### config.mk
export PLATFORM = sky130hd
export DESIGN_NAME = gbp_sqrt_pipe
export DESIGN_NICKNAME = d
export VERILOG_FILES = /design/src/rtl/gbp_pkg.sv /design/src/rtl/gbp_sqrt_pipe.sv
export SDC_FILE = /design/constraint.sdc
export NUM_CORES = 1
export LEC_CHECK = 0
export BUFFER_PORTS_ARGS = -buffer_cell sky130_fd_sc_hd__buf_2
export CAP_MARGIN = 20
export CORE_ASPECT_RATIO = 0.6
export CORE_MARGIN = 10
export CORE_UTILIZATION = 60
export DETAILED_ROUTE_END_ITERATION = 8
export GPL_TIMING_DRIVEN = 0
export PLACE_DENSITY = 0.77
export SYNTH_ARGS = -nofsm -noshare
export SYNTH_HDL_FRONTEND = slang
export SYNTH_SLANG_ARGS = --single-unit
### constraint.sdc
create_clock -name clock -period 3.7 [get_ports clock]
set_input_delay 0.185 -clock clock [delete_from_list [all_inputs] [get_ports clock]]
set_output_delay 0.185 -clock clock [all_outputs]
set_load 0.05 [all_outputs]
### src/rtl/gbp_pkg.sv
// Shared types, widths and codes of the gradient background pixel core.
package gbp_pkg;

   localparam int COORD_BITS_DEF = 12;   // default coordinate bits used
   localparam int CW             = 12;   // coordinate port width
   localparam int SW             = 13;   // size register width
   localparam int RGB_W          = 24;   // packed color width
   localparam int CSR_IDX_W      = 3;    // register index width
   localparam int CSR_DATA_W     = 24;   // widest register
   localparam int DEN_W          = 39;   // dividend / divisor width
   localparam int QUO_W          = 32;   // quotient bits
   localparam int ROOT_W         = 16;   // square root bits
   localparam int T_W            = 17;   // blend factor, 1.0 = 65536
   localparam logic [T_W-1:0] T_ONE = 17'h10000;

   // Fill mode codes.
   localparam logic [2:0] MODE_SOLID        = 3'd0;
   localparam logic [2:0] MODE_TOP_BOTTOM   = 3'd1;
   localparam logic [2:0] MODE_BOTTOM_TOP   = 3'd2;
   localparam logic [2:0] MODE_LEFT_RIGHT   = 3'd3;
   localparam logic [2:0] MODE_RIGHT_LEFT   = 3'd4;
   localparam logic [2:0] MODE_RADIAL       = 3'd5;

   // Register indexes.
   localparam logic [CSR_IDX_W-1:0] CSR_FILL_MODE    = 3'd0;
   localparam logic [CSR_IDX_W-1:0] CSR_IMAGE_WIDTH  = 3'd1;
   localparam logic [CSR_IDX_W-1:0] CSR_IMAGE_HEIGHT = 3'd2;
   localparam logic [CSR_IDX_W-1:0] CSR_SOLID_RGB    = 3'd3;
   localparam logic [CSR_IDX_W-1:0] CSR_FIRST_RGB    = 3'd4;
   localparam logic [CSR_IDX_W-1:0] CSR_SECOND_RGB   = 3'd5;

   typedef struct packed {
      logic [CW-1:0] pixel_x;
      logic [CW-1:0] pixel_y;
   } req_type;

   typedef struct packed {
      logic [7:0] red;
      logic [7:0] green;
      logic [7:0] blue;
   } rsp_type;

   // Per-request control that rides along the arithmetic pipelines.
   typedef struct packed {
      logic [2:0] mode;
      logic       t_zero;
      logic       t_one;
   } side_type;

endpackage

### src/rtl/gbp_sqrt_pipe.sv
// Pipelined digit-by-digit integer square root, one root bit per stage.
module gbp_sqrt_pipe
   import gbp_pkg::*;
(
   input  logic              clock,
   input  logic              reset,
   input  logic              in_valid,
   input  logic [QUO_W-1:0]  in_val,
   input  side_type          in_side,
   output logic              out_valid,
   output logic [ROOT_W-1:0] out_root,
   output logic [QUO_W-1:0]  out_val,
   output side_type          out_side
);

   localparam int RW = ROOT_W + 3;

   logic              valid_ff [ROOT_W];
   logic [RW-1:0]     rem_ff   [ROOT_W];
   logic [ROOT_W-1:0] root_ff  [ROOT_W];
   logic [QUO_W-1:0]  val_ff   [ROOT_W];
   side_type          side_ff  [ROOT_W];

   logic              valid_in [ROOT_W];
   logic [RW-1:0]     rem_in   [ROOT_W];
   logic [ROOT_W-1:0] root_in  [ROOT_W];
   logic [QUO_W-1:0]  val_in   [ROOT_W];
   side_type          side_in  [ROOT_W];

   for (genvar k = 0; k < ROOT_W; k++) begin : g_step
      logic              v_src;
      logic [RW-1:0]     r_src;
      logic [ROOT_W-1:0] q_src;
      logic [QUO_W-1:0]  x_src;
      side_type          s_src;
      logic [RW-1:0]     shifted;
      logic [RW-1:0]     trial;
      logic              fits;

      if (k == 0) begin : g_first
         assign v_src = in_valid;
         assign r_src = '0;
         assign q_src = '0;
         assign x_src = in_val;
         assign s_src = in_side;
      end else begin : g_next
         assign v_src = valid_ff[k-1];
         assign r_src = rem_ff[k-1];
         assign q_src = root_ff[k-1];
         assign x_src = val_ff[k-1];
         assign s_src = side_ff[k-1];
      end

      // Bring down the next two bits of the radicand, most significant first.
      assign shifted     = {r_src[RW-3:0], x_src[QUO_W-1-2*k -: 2]};
      assign trial       = {1'b0, q_src, 2'b01};
      assign fits        = shifted >= trial;
      assign valid_in[k] = v_src;
      assign rem_in[k]   = fits ? shifted - trial : shifted;
      assign root_in[k]  = {q_src[ROOT_W-2:0], fits};
      assign val_in[k]   = x_src;
      assign side_in[k]  = s_src;
   end

   always_ff @(posedge clock) begin
      for (int k = 0; k < ROOT_W; k++) begin
         if (reset) begin
            valid_ff[k] <= 1'b0;
         end else begin
            valid_ff[k] <= valid_in[k];
         end
      end
   end

   always_ff @(posedge clock) begin
      for (int k = 0; k < ROOT_W; k++) begin
         rem_ff[k]  <= rem_in[k];
         root_ff[k] <= root_in[k];
         val_ff[k]  <= val_in[k];
         side_ff[k] <= side_in[k];
      end
   end

   assign out_valid = valid_ff[ROOT_W-1];
   assign out_root  = root_ff[ROOT_W-1];
   assign out_val   = val_ff[ROOT_W-1];
   assign out_side  = side_ff[ROOT_W-1];

   // The root is the floor square root of the radicand.
   assert property (@(posedge clock) disable iff (reset)
      out_valid |-> (34'(out_root) * 34'(out_root) <= 34'(out_val)) &&
                    ((34'(out_root) + 34'd1) * (34'(out_root) + 34'd1) > 34'(out_val)))
      else $error("square root out of range");

endmodule

# Word-level counts from Yosys, hierarchy flattened
# Memory sizes are Yosys's and may differ from the RTL's.
# Cells that the tools add are included.
# word_totals
register_bits	0
ram_bits	1168
wordCells	88
memories	5
# op_classes
add_sub_neg	16
magnitude_cmp	16
mux	35
bitwise	16
# memory_table
memory	depth	width	read_ports	rd_clocked_by_memory_dff	write_ports	line	source
val_ff	16	32	16	0	16	gbp_sqrt_pipe.sv:21	logic [QUO_W-1:0] val_ff [ROOT_W];
rem_ff	16	19	15	0	16	gbp_sqrt_pipe.sv:19	logic [RW-1:0] rem_ff [ROOT_W];
root_ff	16	16	16	0	16	gbp_sqrt_pipe.sv:20	logic [ROOT_W-1:0] root_ff [ROOT_W];
side_ff	16	5	16	0	16	gbp_sqrt_pipe.sv:22	side_type side_ff [ROOT_W];
valid_ff	16	1	16	0	16	gbp_sqrt_pipe.sv:18	logic valid_ff [ROOT_W];
# ops
cell	count
2-to-1 mux 19 bit	16
greater-or-equal comparator 19 x 18 -> 1 bit	15
subtractor 19 x 18 -> 19 bit	15
2-to-1 mux 1 bit	19
OR 1 bit	16
subtractor 2 x 1 -> 3 bit, second input constant	1
greater-or-equal comparator 2 x 1 -> 1 bit, second input constant	1

# Logic depth before layout (Yosys ltp)
# depth
depth_word	3
depth_mapped	12
mapped_depth_nobuf	9

# Worst setup path before layout
# Ideal clock, no wire load.
# synth_path
kind	register -> register
startpoint	memory root_ff[11][4], in the netlist root_ff[1][52]
endpoint	memory rem_ff[1][87] in the netlist's numbering
t_arrival_ns	2.311
required_time_ns	3.579
slack_ns	1.269
stages_incl_launch_ff	12
path_buffers	3
period_less_slack_ns	2.431
cell_sequence	dfxtp_1 -> inv_1 -> ha_1 -> buf_2 -> o211ai_1 -> or3_1 -> a21o_1 -> nand2_1 -> a21o_1 -> clkbuf_1 -> buf_2 -> mux2_2
# synth_lines
item	line
start: declaration	gbp_sqrt_pipe.sv:20
end: declaration	gbp_sqrt_pipe.sv:19

==> impl_metrics.ini <==
[sta]
hold_viol_final = 0
maxSlewViolCount = 0
finalCriticalPeriod_ps = 3506
rsz0062_at_grt = no
slew_headroom_pct = 46.98
setup-violations-final = 0
fin_crit_sh_pct = 94.76
max_slew.worst_pin.slew_ps = 784.2
finalSetupTns_ps = 0
fin_skew_ps = 29.51
fmax_mhz = 285.2

[power]
vdd_drop_max_v = 0.0005437
power_leakage_nw = 15.68
p_per_area_mw_per_mm2 = 764.8

[final_layout]
area_growth_pct = 15.71
utilization_pct = 70.88
final_cell_mix = dfxtp_1, inv_1, ha_1
drive_above_1_share_pct = 10.66
final_nets = 2908
final_common_cell = dfxtp_1

[clock_tree]
clk_latency_ps = 630
cts_setup_buffers = 0
cts-root-buf = clkbuf_16
cts-buffers-inserted = 82
ctsResizeCount = 0
ctsLongestPathBuffers = 3
htreeDepth = 3
clk_pin_slew_ps = 70
cts.sinks = 981
cts_tree = yes

[routing]
drc = 0
antenna_left = 0
drtPass1Iterations = 5
drtIter0Drc = 1397
via_per_inst = 5.192
routed_wl_um = 57260
wl_per_cell_um = 16.74
num_vias = 17760

[placed_design]
gp_congestion = 0.9354
hpwlAfterDp_um = 41010
io_buffers = 93

[logic_synthesis]
ys_ff_latch = 981
synth_area_mm2 = 0.02956
yosysWarnings = 0
synthAdderAreaFrac_pct = 6.434
yosysSeqAreaShare_pct = 66.44
synth-edff-count = 0
yosys-top-cells-area = dfxtp_1, ha_1, xor2_1, xnor2_1, inv_1
synth_mux_area_share_pct = 1.524
synth_async_sr_flop_share_pct = 0
synth_compound_gate_area_share_pct = 8.792
synth_area_per_cell_um2 = 11.83
synthSimpleGateAreaFrac_pct = 9.287
synth.top_cell.area_share_pct = 66.44
synth_xor_area_share_pct = 4.771
yosys.cell_types.count = 83
dominantRegCellSynth = dfxtp_1
netlist_instances = 2499
synth_nets = 2691
yosysTopAreaCell = dfxtp_1
synth_top_family_by_area = simple AND/OR/NAND/NOR gates

[global_route]
grt-busiest-layer = met1
antenna_found_initial = 7
use_met2_pct = 25.35
grt_pass1_vias = 17150
grt_use_met1_pct = 29.71
grt_max_degree = 18
grt_use_met3_pct = 5.597
gr-total-overflow = 0
grt_use_total_pct = 19.23
grt_pass1_wl_um = 90470

[worst_setup_path]
reg2reg_depth = 12
worst_setup_path_end_kind = flip-flop
required_ps = 4250
start_kind = flip-flop
critPathArrivalTime_ps = 4050
crit_type = reg2reg
worst-path-max-fanout = 10

[outcome]
status = completed

[floorplan]
coreArea_mm2 = 0.04825
num_rows = 62
die_x_um = 306.5
io_pins = 94
dieHeight_um = 191.9
die_area_mm2 = 0.05883
start_util_pct = 61.26

[min_path]
worstHoldPathType = in2reg
hold_depth = 2

[job]
max_cap_violations = 0
[cell type report]
class | count | area, um^2
clock inverters | 37 | 660.6
well taps | 640 | 800.8
multi-input cells | 1308 | 9110
fillers | 3396 | 14050
clock buffers | 109 | 2313
flip-flops and latches | 981 | 19640
plain buffers | 31 | 137.6
repair buffers | 133 | 863.3
diodes | 2 | 5.005
inverters | 179 | 671.9
[repair_timing]
item / 4_1_cts / 5_1_grt
endpoints found under the setup margin: 0 / 0
endpoints found under the hold margin: 47 / 0
hold buffers: 39 / 0
[Yosys cell counts, types with 4 or more instances]
cell type and instances:
nor3b_1 8, a211oi_1 10, or3_1 22, o211ai_1 10, inv_1 179, nand2b_1 32
nand3_1 31, o21ai_1 4, xor2_1 81, nor2_1 127, or2_2 6, o31a_1 9
a21o_1 36, nor4_1 26, a31oi_1 9, a21boi_0 6, buf_2 8, a2111oi_0 5
mux2_2 32, and2_1 11, nor3_1 37, o21bai_1 6, o41ai_1 4, nand2_1 141
a21oi_1 108, o21ai_0 123, ha_1 152, or4_1 11, nor2b_1 41, o22ai_1 5
o31ai_1 18, o21a_1 25, xnor2_1 80, dfxtp_1 981, clkbuf_1 20, nand4_1 14
and3_1 9, mux2i_1 9
[critical path: stages (launching register included)]
cell      delay (ps)
dfxtp_1          330
inv_1             40
ha_1             260
clkbuf_1         190
a21oi_1          290
o21ai_0          150
a21oi_1          330
a31o_2           250
and3_1           150
clkbuf_1         560
clkbuf_1         600
nand2_1          160
o21ai_0          100
[final timing paths]
check	start	to	slack [ps]
setup / recovery	root_ff[1][70]	rem_ff[1][105]	190
hold / removal	in_val[6]	val_ff[0][6]	180
setup reg to reg	root_ff[1][70]	rem_ff[1][105]	190
hold reg to reg	val_ff[0][177]	val_ff[0][209]	320
[cells by family (layout without fill, tap and decap cells)]
| kind of cell | count (synthesis) | in the layout |
|---|---|---|
| AO/OA/AOI/OAI | 412 | 412 |
| XOR/XNOR | 161 | 161 |
| adder cells (fa/ha/maj) | 152 | 152 |
| buffers and inverters | 210 | 489 |
| flip-flops | 981 | 981 |
| multiplexers | 41 | 41 |
| other | 1 | 3 |
| AND/OR/NAND/NOR | 541 | 541 |
[registers in the layout, summed over array words and instances (netlist names)]
signal,cells
root_ff,136
side_ff,80
rem_ff,237
val_ff,512
valid_ff,16
[power by group]
part	internal, mW	switching, mW
clock	5.26	3.86
combinational	1.78	2.37
sequential	12.0	0.893
[through the flow]
stage | hold WS, ps | power [mW] | area [um^2] | instances | worst slack [ps]
after floorplan | 212.7 | 15.86 | 29560 | 2499 | 1269
after global placement | 287.5 | 16.90 | 30820 | 3232 | 347.3
after detailed placement | 288.6 | 17.05 | 30820 | 3232 | 318.1
after CTS | 138.5 | 26.25 | 34190 | 3417 | 272.5
after global routing | 166.7 | 27.36 | 34200 | 3418 | 23.84
final | 181.1 | 26.16 | 34200 | 3420 | 193.9
[per-layer routing]
layer,up-vias,wire length (um),share of wire (%)
met5,-,11,0.019
li1,8841,-,-
met4,2,984,1.7
met2,593,21520,38
met3,80,5428,9.5
met1,8240,29310,51
(Power assumes the default switching activity.)
